**config.mk**
```make
export PLATFORM = sky130hd
export DESIGN_NAME = i2c_target_register_buffer
export DESIGN_NICKNAME = d
export VERILOG_FILES = /design/src/sv/i2ctrb_pkg.sv /design/src/sv/i2c_target_register_buffer.sv
export SDC_FILE = /design/constraint.sdc
export NUM_CORES = 1
export LEC_CHECK = 0
export ABC_AREA = 1
export BUFFER_PORTS_ARGS = -buffer_cell sky130_fd_sc_hd__buf_2
export CORE_MARGIN = 1
export CORE_UTILIZATION = 50
export DETAILED_ROUTE_END_ITERATION = 12
export PLACE_DENSITY = 0.79
export SLEW_MARGIN = 20
export SYNTH_ARGS = -nofsm -noshare
export SYNTH_HDL_FRONTEND = slang
export SYNTH_SLANG_ARGS = --single-unit
```
**constraint.sdc**
```tcl
create_clock -name clk -period 4 [get_ports clk]
set_input_delay 0.4 -clock clk [delete_from_list [all_inputs] [get_ports clk]]
set_output_delay 0.4 -clock clk [all_outputs]
set_load 0.01 [all_outputs]
```
**src/sv/i2ctrb_pkg.sv**
```systemverilog
// package for the i2c target register buffer: sizes, codes and bus phases
package i2ctrb_pkg;

	localparam int BUF_DEPTH = 16;
	localparam int BUF_AW    = (BUF_DEPTH > 1) ? $clog2(BUF_DEPTH) : 1;

	// configuration register indexes, taken from paddr[2]
	localparam logic REG_OWN_ADDRESS = 1'b0;
	localparam logic REG_HOLD_AFTER  = 1'b1;

	typedef enum logic [1:0] {
		OP_PIN_SAMPLE  = 2'd0,
		OP_RELEASE     = 2'd1,
		OP_LOCAL_READ  = 2'd2,
		OP_LOCAL_WRITE = 2'd3
	} op_t;

	typedef enum logic [4:0] {
		PH_IDLE        = 5'd0,
		PH_IDLE_WAIT   = 5'd1,
		PH_STOP_WAIT   = 5'd2,
		PH_STOP_PRE    = 5'd3,
		PH_START       = 5'd4,
		PH_RX_ADDR     = 5'd5,
		PH_RX_PTR      = 5'd6,
		PH_RX_DATA     = 5'd7,
		PH_RX_ADDR_HI  = 5'd8,
		PH_RX_PTR_HI   = 5'd9,
		PH_RX_DATA_HI  = 5'd10,
		PH_ACK_ADDR    = 5'd11,
		PH_ACK_RECV    = 5'd12,
		PH_ACK_SEND    = 5'd13,
		PH_ACK_ADDR_HI = 5'd14,
		PH_ACK_RECV_HI = 5'd15,
		PH_ACK_SEND_HI = 5'd16,
		PH_TX          = 5'd17,
		PH_TX_HI       = 5'd18,
		PH_TX_ACK      = 5'd19
	} phase_t;

endpackage

```
**src/sv/i2c_target_register_buffer.sv**
```systemverilog
// i2c target with register pointer and register buffer, stream in / stream out
//
//   channel   dir  handshake                  payload
//   s_axis    in   s_axis_tvalid/tready       tuser: operation; tdata: pins, index, data
//   m_axis    out  m_axis_tvalid/tready       tdata: sda_drive_low, hold_active, read_data
//   apb       in   psel/penable, pready = 1   own_address @0x0, hold_after_receive @0x4
//
// one item per cycle sustained while the result is taken; each item passes from input transfer
// to result through the input register, then through the phase logic into the result register.
// the buffer is a 16 x 8 flop array with one read and one write address per cycle.
// reset clears the bus phase, bit counter, shift register, pointer, hold and the whole buffer at once.
// a stalled result holds the input register; input stays ready while the input register
// is empty, or the result register is empty or being taken.
module i2c_target_register_buffer (
	input  logic        clk,
	input  logic        arst_n,
	input  logic        s_axis_tvalid,
	output logic        s_axis_tready,
	input  logic [15:0] s_axis_tdata,  // scl_level, sda_level, local_index[3:0], local_data[7:0], zero pad
	input  logic [1:0]  s_axis_tuser,  // operation[1:0]
	output logic        m_axis_tvalid,
	input  logic        m_axis_tready,
	output logic [15:0] m_axis_tdata,  // sda_drive_low, hold_active, read_data[7:0], zero pad
	input  logic        psel,
	input  logic        penable,
	input  logic        pwrite,
	input  logic [2:0]  paddr,
	input  logic [31:0] pwdata,
	output logic [31:0] prdata,
	output logic        pready
);

	// configuration
	logic [6:0] own_addr_q;
	logic       hold_cfg_q;

	// input register
	logic                   valid_s1;
	i2ctrb_pkg::op_t        op_s1;
	logic                   scl_s1;
	logic                   sda_s1;
	logic [3:0]             lidx_s1;
	logic [7:0]             ldata_s1;

	// bus state
	i2ctrb_pkg::phase_t phase_q, phase_d;
	logic [3:0] bcnt_q, bcnt_d;
	logic [7:0] shift_q, shift_d;
	logic [7:0] ptr_q, ptr_d;
	logic       hold_q, hold_d;
	logic       drv_q, drv_d;
	logic [7:0] regbuf_q [i2ctrb_pkg::BUF_DEPTH];

	// result register
	logic       out_valid_q;
	logic       out_drv_q;
	logic       out_hold_q;
	logic [7:0] out_rd_q;

	logic                          advance;
	logic                          cfg_wr;
	logic                          ptr_ok;
	logic                          idx_ok;
	logic                          shift_ok;
	logic [8:0]                    lidx_w;
	logic [8:0]                    ptr_w;
	logic [i2ctrb_pkg::BUF_AW-1:0] rd_addr;
	logic [7:0]                    rd_byte;
	logic                          wr_en;
	logic [i2ctrb_pkg::BUF_AW-1:0] wr_addr;
	logic [7:0]                    wr_data;
	logic [7:0]                    rd_res;
	logic [3:0]                    bcnt_dec;

	assign pready = 1'b1;
	assign cfg_wr = psel & penable & pwrite & pready;
	assign prdata = (paddr[2] == i2ctrb_pkg::REG_HOLD_AFTER) ? {31'b0, hold_cfg_q}
		: {25'b0, own_addr_q};

	always_ff @(posedge clk or negedge arst_n) begin
		if (!arst_n) begin
			own_addr_q <= '0;
			hold_cfg_q <= 1'b0;
		end else if (cfg_wr) begin
			if (paddr[2] == i2ctrb_pkg::REG_OWN_ADDRESS) begin
				own_addr_q <= pwdata[6:0];
			end else begin
				hold_cfg_q <= pwdata[0];
			end
		end
	end

	assign advance       = valid_s1 & (~out_valid_q | m_axis_tready);
	assign s_axis_tready = ~valid_s1 | advance;

	always_ff @(posedge clk or negedge arst_n) begin
		if (!arst_n) begin
			valid_s1 <= 1'b0;
		end else if (s_axis_tready) begin
			valid_s1 <= s_axis_tvalid;
		end
	end

	always_ff @(posedge clk) begin
		if (s_axis_tvalid && s_axis_tready) begin
			op_s1    <= i2ctrb_pkg::op_t'(s_axis_tuser);
			scl_s1   <= s_axis_tdata[0];
			sda_s1   <= s_axis_tdata[1];
			lidx_s1  <= s_axis_tdata[5:2];
			ldata_s1 <= s_axis_tdata[13:6];
		end
	end

	assign lidx_w   = 9'(lidx_s1);
	assign ptr_w    = 9'(ptr_q);
	assign ptr_ok   = ptr_w < 9'(i2ctrb_pkg::BUF_DEPTH);
	assign idx_ok   = lidx_w < 9'(i2ctrb_pkg::BUF_DEPTH);
	assign shift_ok = 9'(shift_q) < 9'(i2ctrb_pkg::BUF_DEPTH);
	assign bcnt_dec = bcnt_q - 4'd1;

	// single read port: local read uses the index, the bus uses the pointer
	assign rd_addr = (op_s1 == i2ctrb_pkg::OP_LOCAL_READ) ? lidx_w[i2ctrb_pkg::BUF_AW-1:0]
		: ptr_w[i2ctrb_pkg::BUF_AW-1:0];
	assign rd_byte = regbuf_q[rd_addr];

	always_comb begin
		phase_d = phase_q;
		bcnt_d  = bcnt_q;
		shift_d = shift_q;
		ptr_d   = ptr_q;
		hold_d  = hold_q;
		drv_d   = drv_q;
		wr_en   = 1'b0;
		wr_addr = lidx_w[i2ctrb_pkg::BUF_AW-1:0];
		wr_data = ldata_s1;
		rd_res  = 8'd0;

		unique case (op_s1)
			i2ctrb_pkg::OP_PIN_SAMPLE: begin
				unique case (phase_q) inside
					i2ctrb_pkg::PH_IDLE_WAIT: begin
						if (scl_s1 && sda_s1) phase_d = i2ctrb_pkg::PH_IDLE;
					end
					i2ctrb_pkg::PH_STOP_WAIT: begin
						if (!scl_s1) begin
							phase_d = i2ctrb_pkg::PH_STOP_PRE;
						end else if (sda_s1) begin
							phase_d = i2ctrb_pkg::PH_IDLE;
							if (hold_cfg_q) begin
								hold_d = 1'b1;
								drv_d  = 1'b1;
							end
						end
					end
					i2ctrb_pkg::PH_STOP_PRE: begin
						if (scl_s1 && !sda_s1) phase_d = i2ctrb_pkg::PH_STOP_WAIT;
					end
					i2ctrb_pkg::PH_START: begin
						if (sda_s1) begin
							phase_d = i2ctrb_pkg::PH_IDLE;
						end else if (!scl_s1) begin
							bcnt_d  = 4'd8;
							phase_d = i2ctrb_pkg::PH_RX_ADDR;
						end
					end
					i2ctrb_pkg::PH_RX_ADDR, i2ctrb_pkg::PH_RX_PTR, i2ctrb_pkg::PH_RX_DATA: begin
						if (scl_s1) begin
							shift_d = {shift_q[6:0], sda_s1};
							phase_d = i2ctrb_pkg::phase_t'(phase_q + 5'd3);
						end
					end
					i2ctrb_pkg::PH_RX_ADDR_HI, i2ctrb_pkg::PH_RX_PTR_HI,
					i2ctrb_pkg::PH_RX_DATA_HI: begin
						if (scl_s1) begin
							// sda moving while scl is high: stop or repeated start
							if (!shift_q[0] && sda_s1) begin
								phase_d = i2ctrb_pkg::PH_IDLE;
								if (hold_cfg_q) begin
									hold_d = 1'b1;
									drv_d  = 1'b1;
								end
							end else if (shift_q[0] && !sda_s1) begin
								phase_d = i2ctrb_pkg::PH_START;
							end
						end else begin
							phase_d = i2ctrb_pkg::phase_t'(phase_q - 5'd3);
							if (bcnt_q != 4'd0) begin
								bcnt_d = bcnt_dec;
								if (bcnt_dec == 4'd0) begin
									// full byte in
									if (phase_q == i2ctrb_pkg::PH_RX_ADDR_HI) begin
										if (shift_q[7:1] != own_addr_q) begin
											phase_d = i2ctrb_pkg::PH_IDLE_WAIT;
										end else if (shift_q[0]) begin
											phase_d = i2ctrb_pkg::PH_ACK_SEND;
											if (ptr_ok) drv_d = 1'b1;
										end else begin
											phase_d = i2ctrb_pkg::PH_ACK_ADDR;
											drv_d   = 1'b1;
										end
									end else if (phase_q == i2ctrb_pkg::PH_RX_PTR_HI) begin
										ptr_d   = shift_q;
										phase_d = i2ctrb_pkg::PH_ACK_RECV;
										if (shift_ok) drv_d = 1'b1;
									end else if (ptr_ok) begin
										wr_en   = 1'b1;
										wr_addr = ptr_w[i2ctrb_pkg::BUF_AW-1:0];
										wr_data = shift_q;
										ptr_d   = ptr_q + 8'd1;
										phase_d = i2ctrb_pkg::PH_ACK_RECV;
										drv_d   = 1'b1;
									end
								end
							end
						end
					end
					i2ctrb_pkg::PH_ACK_ADDR, i2ctrb_pkg::PH_ACK_RECV,
					i2ctrb_pkg::PH_ACK_SEND: begin
						if (scl_s1) phase_d = i2ctrb_pkg::phase_t'(phase_q + 5'd3);
					end
					i2ctrb_pkg::PH_ACK_ADDR_HI, i2ctrb_pkg::PH_ACK_RECV_HI,
					i2ctrb_pkg::PH_ACK_SEND_HI: begin
						if (!scl_s1) begin
							if (phase_q == i2ctrb_pkg::PH_ACK_SEND_HI && ptr_ok) begin
								// load next byte and put out its msb
								ptr_d   = ptr_q + 8'd1;
								drv_d   = ~rd_byte[7];
								shift_d = {rd_byte[6:0], 1'b0};
								bcnt_d  = 4'd7;
								phase_d = i2ctrb_pkg::PH_TX;
							end else begin
								drv_d  = 1'b0;
								bcnt_d = 4'd8;
								if (phase_q == i2ctrb_pkg::PH_ACK_ADDR_HI) begin
									phase_d = i2ctrb_pkg::PH_RX_PTR;
								end else if (phase_q == i2ctrb_pkg::PH_ACK_RECV_HI) begin
									phase_d = i2ctrb_pkg::PH_RX_DATA;
								end else begin
									phase_d = i2ctrb_pkg::PH_STOP_PRE;
								end
							end
						end
					end
					i2ctrb_pkg::PH_TX: begin
						if (scl_s1) phase_d = i2ctrb_pkg::PH_TX_HI;
					end
					i2ctrb_pkg::PH_TX_HI: begin
						if (!scl_s1) begin
							drv_d   = (bcnt_q != 4'd0) && !shift_q[7];
							shift_d = {shift_q[6:0], 1'b0};
							if (bcnt_q != 4'd0) begin
								bcnt_d  = bcnt_dec;
								phase_d = i2ctrb_pkg::PH_TX;
							end else begin
								phase_d = i2ctrb_pkg::PH_TX_ACK;
							end
						end
					end
					i2ctrb_pkg::PH_TX_ACK: begin
						if (scl_s1) begin
							phase_d = sda_s1 ? i2ctrb_pkg::PH_IDLE_WAIT
								: i2ctrb_pkg::PH_ACK_SEND_HI;
						end
					end
					default: begin
						if (!scl_s1) begin
							phase_d = i2ctrb_pkg::PH_IDLE_WAIT;
						end else if (!sda_s1) begin
							phase_d = i2ctrb_pkg::PH_START;
						end
					end
				endcase
			end
			i2ctrb_pkg::OP_RELEASE: begin
				if (hold_q) begin
					drv_d  = 1'b0;
					hold_d = 1'b0;
				end
			end
			i2ctrb_pkg::OP_LOCAL_READ: begin
				if (idx_ok) rd_res = rd_byte;
			end
			default: begin
				wr_en = idx_ok;
			end
		endcase
	end

	always_ff @(posedge clk or negedge arst_n) begin
		if (!arst_n) begin
			phase_q <= i2ctrb_pkg::PH_IDLE;
			bcnt_q  <= '0;
			shift_q <= '0;
			ptr_q   <= '0;
			hold_q  <= 1'b0;
			drv_q   <= 1'b0;
			for (int i = 0; i < i2ctrb_pkg::BUF_DEPTH; i++) begin
				regbuf_q[i[i2ctrb_pkg::BUF_AW-1:0]] <= '0;
			end
		end else if (advance) begin
			phase_q <= phase_d;
			bcnt_q  <= bcnt_d;
			shift_q <= shift_d;
			ptr_q   <= ptr_d;
			hold_q  <= hold_d;
			drv_q   <= drv_d;
			if (wr_en) regbuf_q[wr_addr] <= wr_data;
		end
	end

	always_ff @(posedge clk or negedge arst_n) begin
		if (!arst_n) begin
			out_valid_q <= 1'b0;
		end else if (advance) begin
			out_valid_q <= 1'b1;
		end else if (m_axis_tready) begin
			out_valid_q <= 1'b0;
		end
	end

	always_ff @(posedge clk) begin
		if (advance) begin
			out_drv_q  <= drv_d;
			out_hold_q <= hold_d;
			out_rd_q   <= rd_res;
		end
	end

	assign m_axis_tvalid = out_valid_q;
	assign m_axis_tdata  = {6'b0, out_rd_q, out_hold_q, out_drv_q};

	// the hold always comes with sda pulled low
	a_hold_drives: assert property (@(posedge clk) disable iff (!arst_n)
		$rose(hold_q) |-> drv_q)
		else $error("hold set without driving sda");

	// only a local read returns buffer data
	a_rd_zero: assert property (@(posedge clk) disable iff (!arst_n)
		advance && op_s1 != i2ctrb_pkg::OP_LOCAL_READ |=> out_rd_q == 8'd0)
		else $error("read data on a non-read item");

	// bit counter never exceeds a full byte
	a_bcnt_range: assert property (@(posedge clk) disable iff (!arst_n)
		bcnt_q <= 4'd8)
		else $error("bit counter out of range");

	// a stalled item stays in the input register
	a_s1_hold: assert property (@(posedge clk) disable iff (!arst_n)
		valid_s1 && !advance |=> valid_s1 && $stable(op_s1) && $stable(lidx_s1))
		else $error("stalled input item lost");

endmodule
```
==> metrics.yaml <==
finish:
  drive_gt1_frac: 0.122
  fin_area_sq_um: 11900
  multi_input_area_sq_um: 5270
  nNetsFinal: 1481
  syn2layout_area_growth_pct: 8.70
  ff_latch_area_sq_um: 4910
  final_util: 0.560
  n_antenna_cell: 0
  n_fill_cell: 1946
  stdcell_count: 1698
routing:
  routedLengthMet1_mm: 12.1
  dr_wl_met3_mm: 2.42
  antenna_left: 0
  wl_per_cell_um: 17.2
  wl_mm: 29.2
  vias: 9631
  drt_pass1_iterations: 5
  highest_layer: "met4"
  drcViolationCount: 0
  routed_via_density: 5.67
  drt-initial-drc-count: 1004
  met2WireLength_mm: 13.9
clocking:
  clkSinkCount: 191
  cts.clk_slew.worst_paths_ns: 0.08
  post_cts_buffers: 0
  post_cts_resize_count: 0
  cts_tree: "built"
  h-tree-depth: 4
  cts_max_path_buffers: 2
  cts_hold_buf: 0
  insertion_delay_ns: 0.45
  clock-root-buffer: "clkbuf_16"
  cts_made_buffers: 17
critical_path:
  cp_max_fo: 35
  cp_common_cell: "nand2_1"
  crit_required_ns: 4.39
  crit_cells: 16
  worstSetupStartpoint: "phase_q[1]$_DFFE_PN0P_"
  crit_family: "simple AND/OR/NAND/NOR gates"
  worstSetupEndpoint: "regbuf_q[22]$_DFFE_PN0P_"
  critical_path.cell_chain: "inv_1 > ha_1 > nand2_4 > nor2_4 > nor2_2 > nand2_2 > nand2_2 > clkinv_4 > nand3_4 > nand2_1 > nand2_1 > inv_4 > buf_12 > buf_4 > nand3_1 > nand2_1"
  cp-end-kind: "flop"
  r2r_end: "regbuf_q[22]$_DFFE_PN0P_"
  critical_path_arrival_ns: 3.77
  max_stage_delay_ns: 0.42
  critPathKind: "flop to flop"
  worst-r2r-setup-slack_ns: 0.62
  cp-start-kind: "flop"
  cp.buffers_inverters: 5
  r2r_start: "phase_q[1]$_DFFE_PN0P_"
  reg2reg_depth: 16
  cp_slowest_cell: "dfrtp_1"
synthesis:
  synth.largest_area_cell: "dfrtp_1"
  synth-compound-area-share: 0.120
  synth_top_area_share: 0.377
  synthArstFlopShare: 0.864
  yosysMostFrequentCell: "nand2_1"
  synth_mux_area_frac: 0
  yosys_register_bits: 191
  seq_area_frac_synth: 0.449
  synth_cell_types: 43
  synth-main-ff-cell: "dfrtp_1"
  synthAdderAreaFrac: 0.0126
  synth_edf_count: 26
  synth_commonest_cells: "nand2_1 (411), nand3_1 (176), dfrtp_1 (165), nor2_1 (118), o21ai_0 (100)"
  netlist_instances: 1382
  synth-xor-area-share: 0.00961
  syn_area_sq_um: 10900
  synth-simple-area-share: 0.328
  synth_top_family_by_area: "simple AND/OR/NAND/NOR gates"
  post_synth.cell_area_avg_sq_um: 7.92
  synth.top_cells.by_area: "dfrtp_1 (38%), nand2_1 (14%), nand3_1 (8.1%)"
  yosysWarnings: 0
sta:
  fin_crit_sh: 0.845
  max_freq_ghz: 0.296
  fin_setup_tns_ns: 0
  fin_hold_ws_ns: 0.00679
  finalHoldViolCount: 0
  worstMarginPinSlew_ns: 0.917
  setup_viol: 0
  rsz0062_at_grt: "false"
  skew_ns: 0.0105
  period_minus_slack_ns: 3.38
  relSlewSlack: 0.389
  worst_slack_ns: 0.618
  slew_viol_final: 0
pwr:
  p_total_mw: 6.79
  power_density_nw_per_um2: 571
  p_leak_nw: 5.88
  ir_drop_uv: 396
place:
  port-buffer-count: 49
  post-place-ws_ns: 0.657
  placed_cell_area_sq_um: 11300
  numPlacedInstances: 1666
  routabilityCongestion: 0.943
  place_hpwl_mm: 20.0
grt:
  grt_pass1_wl_mm: 47.0
  track_usage: 0.273
  antenna_found_initial: 0
  grt-ovfl-total: 0
  grt_pass1_vias: 9005
  grt_max_degree: 97
status:
  status: "finished, final reports clean"
floorplanning:
  die_height_um: 150
  die-area_sq_um: 22500
  fp.dieW_um: 150
  core_area_sq_um: 21200
  start_util: 0.516
  rows: 53
  io_pins: 111
worst_hold_path:
  min_path_type: "input pin to asynchronous set/reset pin"
run:
  cap_violations: 0
-- worst register-to-register path, stage by stage (launching register included) --
cell and delay, ns:
dfrtp_1 0.42, inv_1 0.13, ha_1 0.28, nand2_4 0.09, nor2_4 0.33, nor2_2 0.08
nand2_2 0.13, nand2_2 0.10, clkinv_4 0.11, nand3_4 0.26, nand2_1 0.14, nand2_1 0.21
inv_4 0.35, buf_12 0.28, buf_4 0.22, nand3_1 0.09, nand2_1 0.10
-- how the worst min path moves through the flow --
| stage | cells past startpoint | to | slack (ns) |
|---|---|---|---|
| final | 1 | regbuf_q[105]$_DFFE_PN0P_ | 0.007 |
| after global routing | 1 | regbuf_q[105]$_DFFE_PN0P_ | 0.11 |
| after CTS | 1 | regbuf_q[121]$_DFFE_PN0P_ | 0.09 |
| after detailed placement | 2 | regbuf_q[124]$_DFFE_PN0P_ | 0.45 |
| after global placement | 2 | regbuf_q[122]$_DFFE_PN0P_ | 0.45 |
| after floorplan | 0 | bcnt_q[0]$_DFFE_PN0P_ | 0.10 |
-- flip-flops by register name, indices dropped and copies added (netlist names), 5 cells and up --
name / cells
regbuf_q: 128
ldata_s1: 8
out_rd_q: 8
ptr_q: 8
shift_q: 8
own_addr_q: 7
phase_q: 5
-- cell type report --
class | count | share of cell area
Multi-Input combinational cell | 1043 | 0.443
Sequential cell | 191 | 0.413
Timing Repair Buffer | 65 | 0.0365
Clock buffer | 17 | 0.0358
Inverter | 92 | 0.0299
Tap cell | 275 | 0.0289
Clock inverter | 15 | 0.0128
-- cell usage in the layout (no fill, tap or decap), types with 4 or more instances in the layout --
cell type | Yosys | final
nand4_1 | 9 | 9
inv_8 | 0 | 4
o211ai_1 | 20 | 20
buf_2 | 18 | 48
nand3_4 | 5 | 5
nand2_2 | 11 | 12
dfrtp_1 | 165 | 165
nand3_1 | 176 | 176
xnor2_1 | 5 | 5
buf_12 | 0 | 5
ha_1 | 11 | 11
o21ai_0 | 100 | 99
nand2_1 | 411 | 410
conb_1 | 2 | 32
a22oi_1 | 7 | 7
nor2_4 | 16 | 16
nand2_4 | 12 | 12
nor3_1 | 13 | 13
nor2_1 | 118 | 118
edfxtp_1 | 26 | 26
inv_1 | 86 | 85
xor2_1 | 7 | 7
clkbuf_16 | 0 | 17
a21oi_1 | 34 | 34
o22ai_1 | 7 | 7
o21ai_4 | 13 | 13
buf_4 | 44 | 11
o221ai_1 | 14 | 14
-- power by group --
group | leakage (nW) | switching (mW) | internal [mW] | total (mW)
Sequential | 2.39 | 0.315 | 2.43 | 2.75
Clock | 0.276 | 0.859 | 0.831 | 1.69
Combinational | 3.21 | 1.60 | 0.759 | 2.35
-- per-layer routing --
layer | vias to the layer above | GRT usage
met1 | 4576 | 0.360
li1 | 4557 | -
met5 | - | 0
met2 | 436 | 0.434
met3 | 62 | 0.0634
met4 | 0 | 0.107
-- kinds of logic (layout without fill, tap and decap cells) --
kind of cell	after synthesis	count (layout)
buffers and inverters	178	189
xor gates and xnor gates	12	12
other	2	32
DFF	191	191
and+or+nand+nor	784	784
adders and majority gates	11	11
AOI/OAI and AO/OA	204	204
No activity file was read; power rests on OpenSTA's default activity.
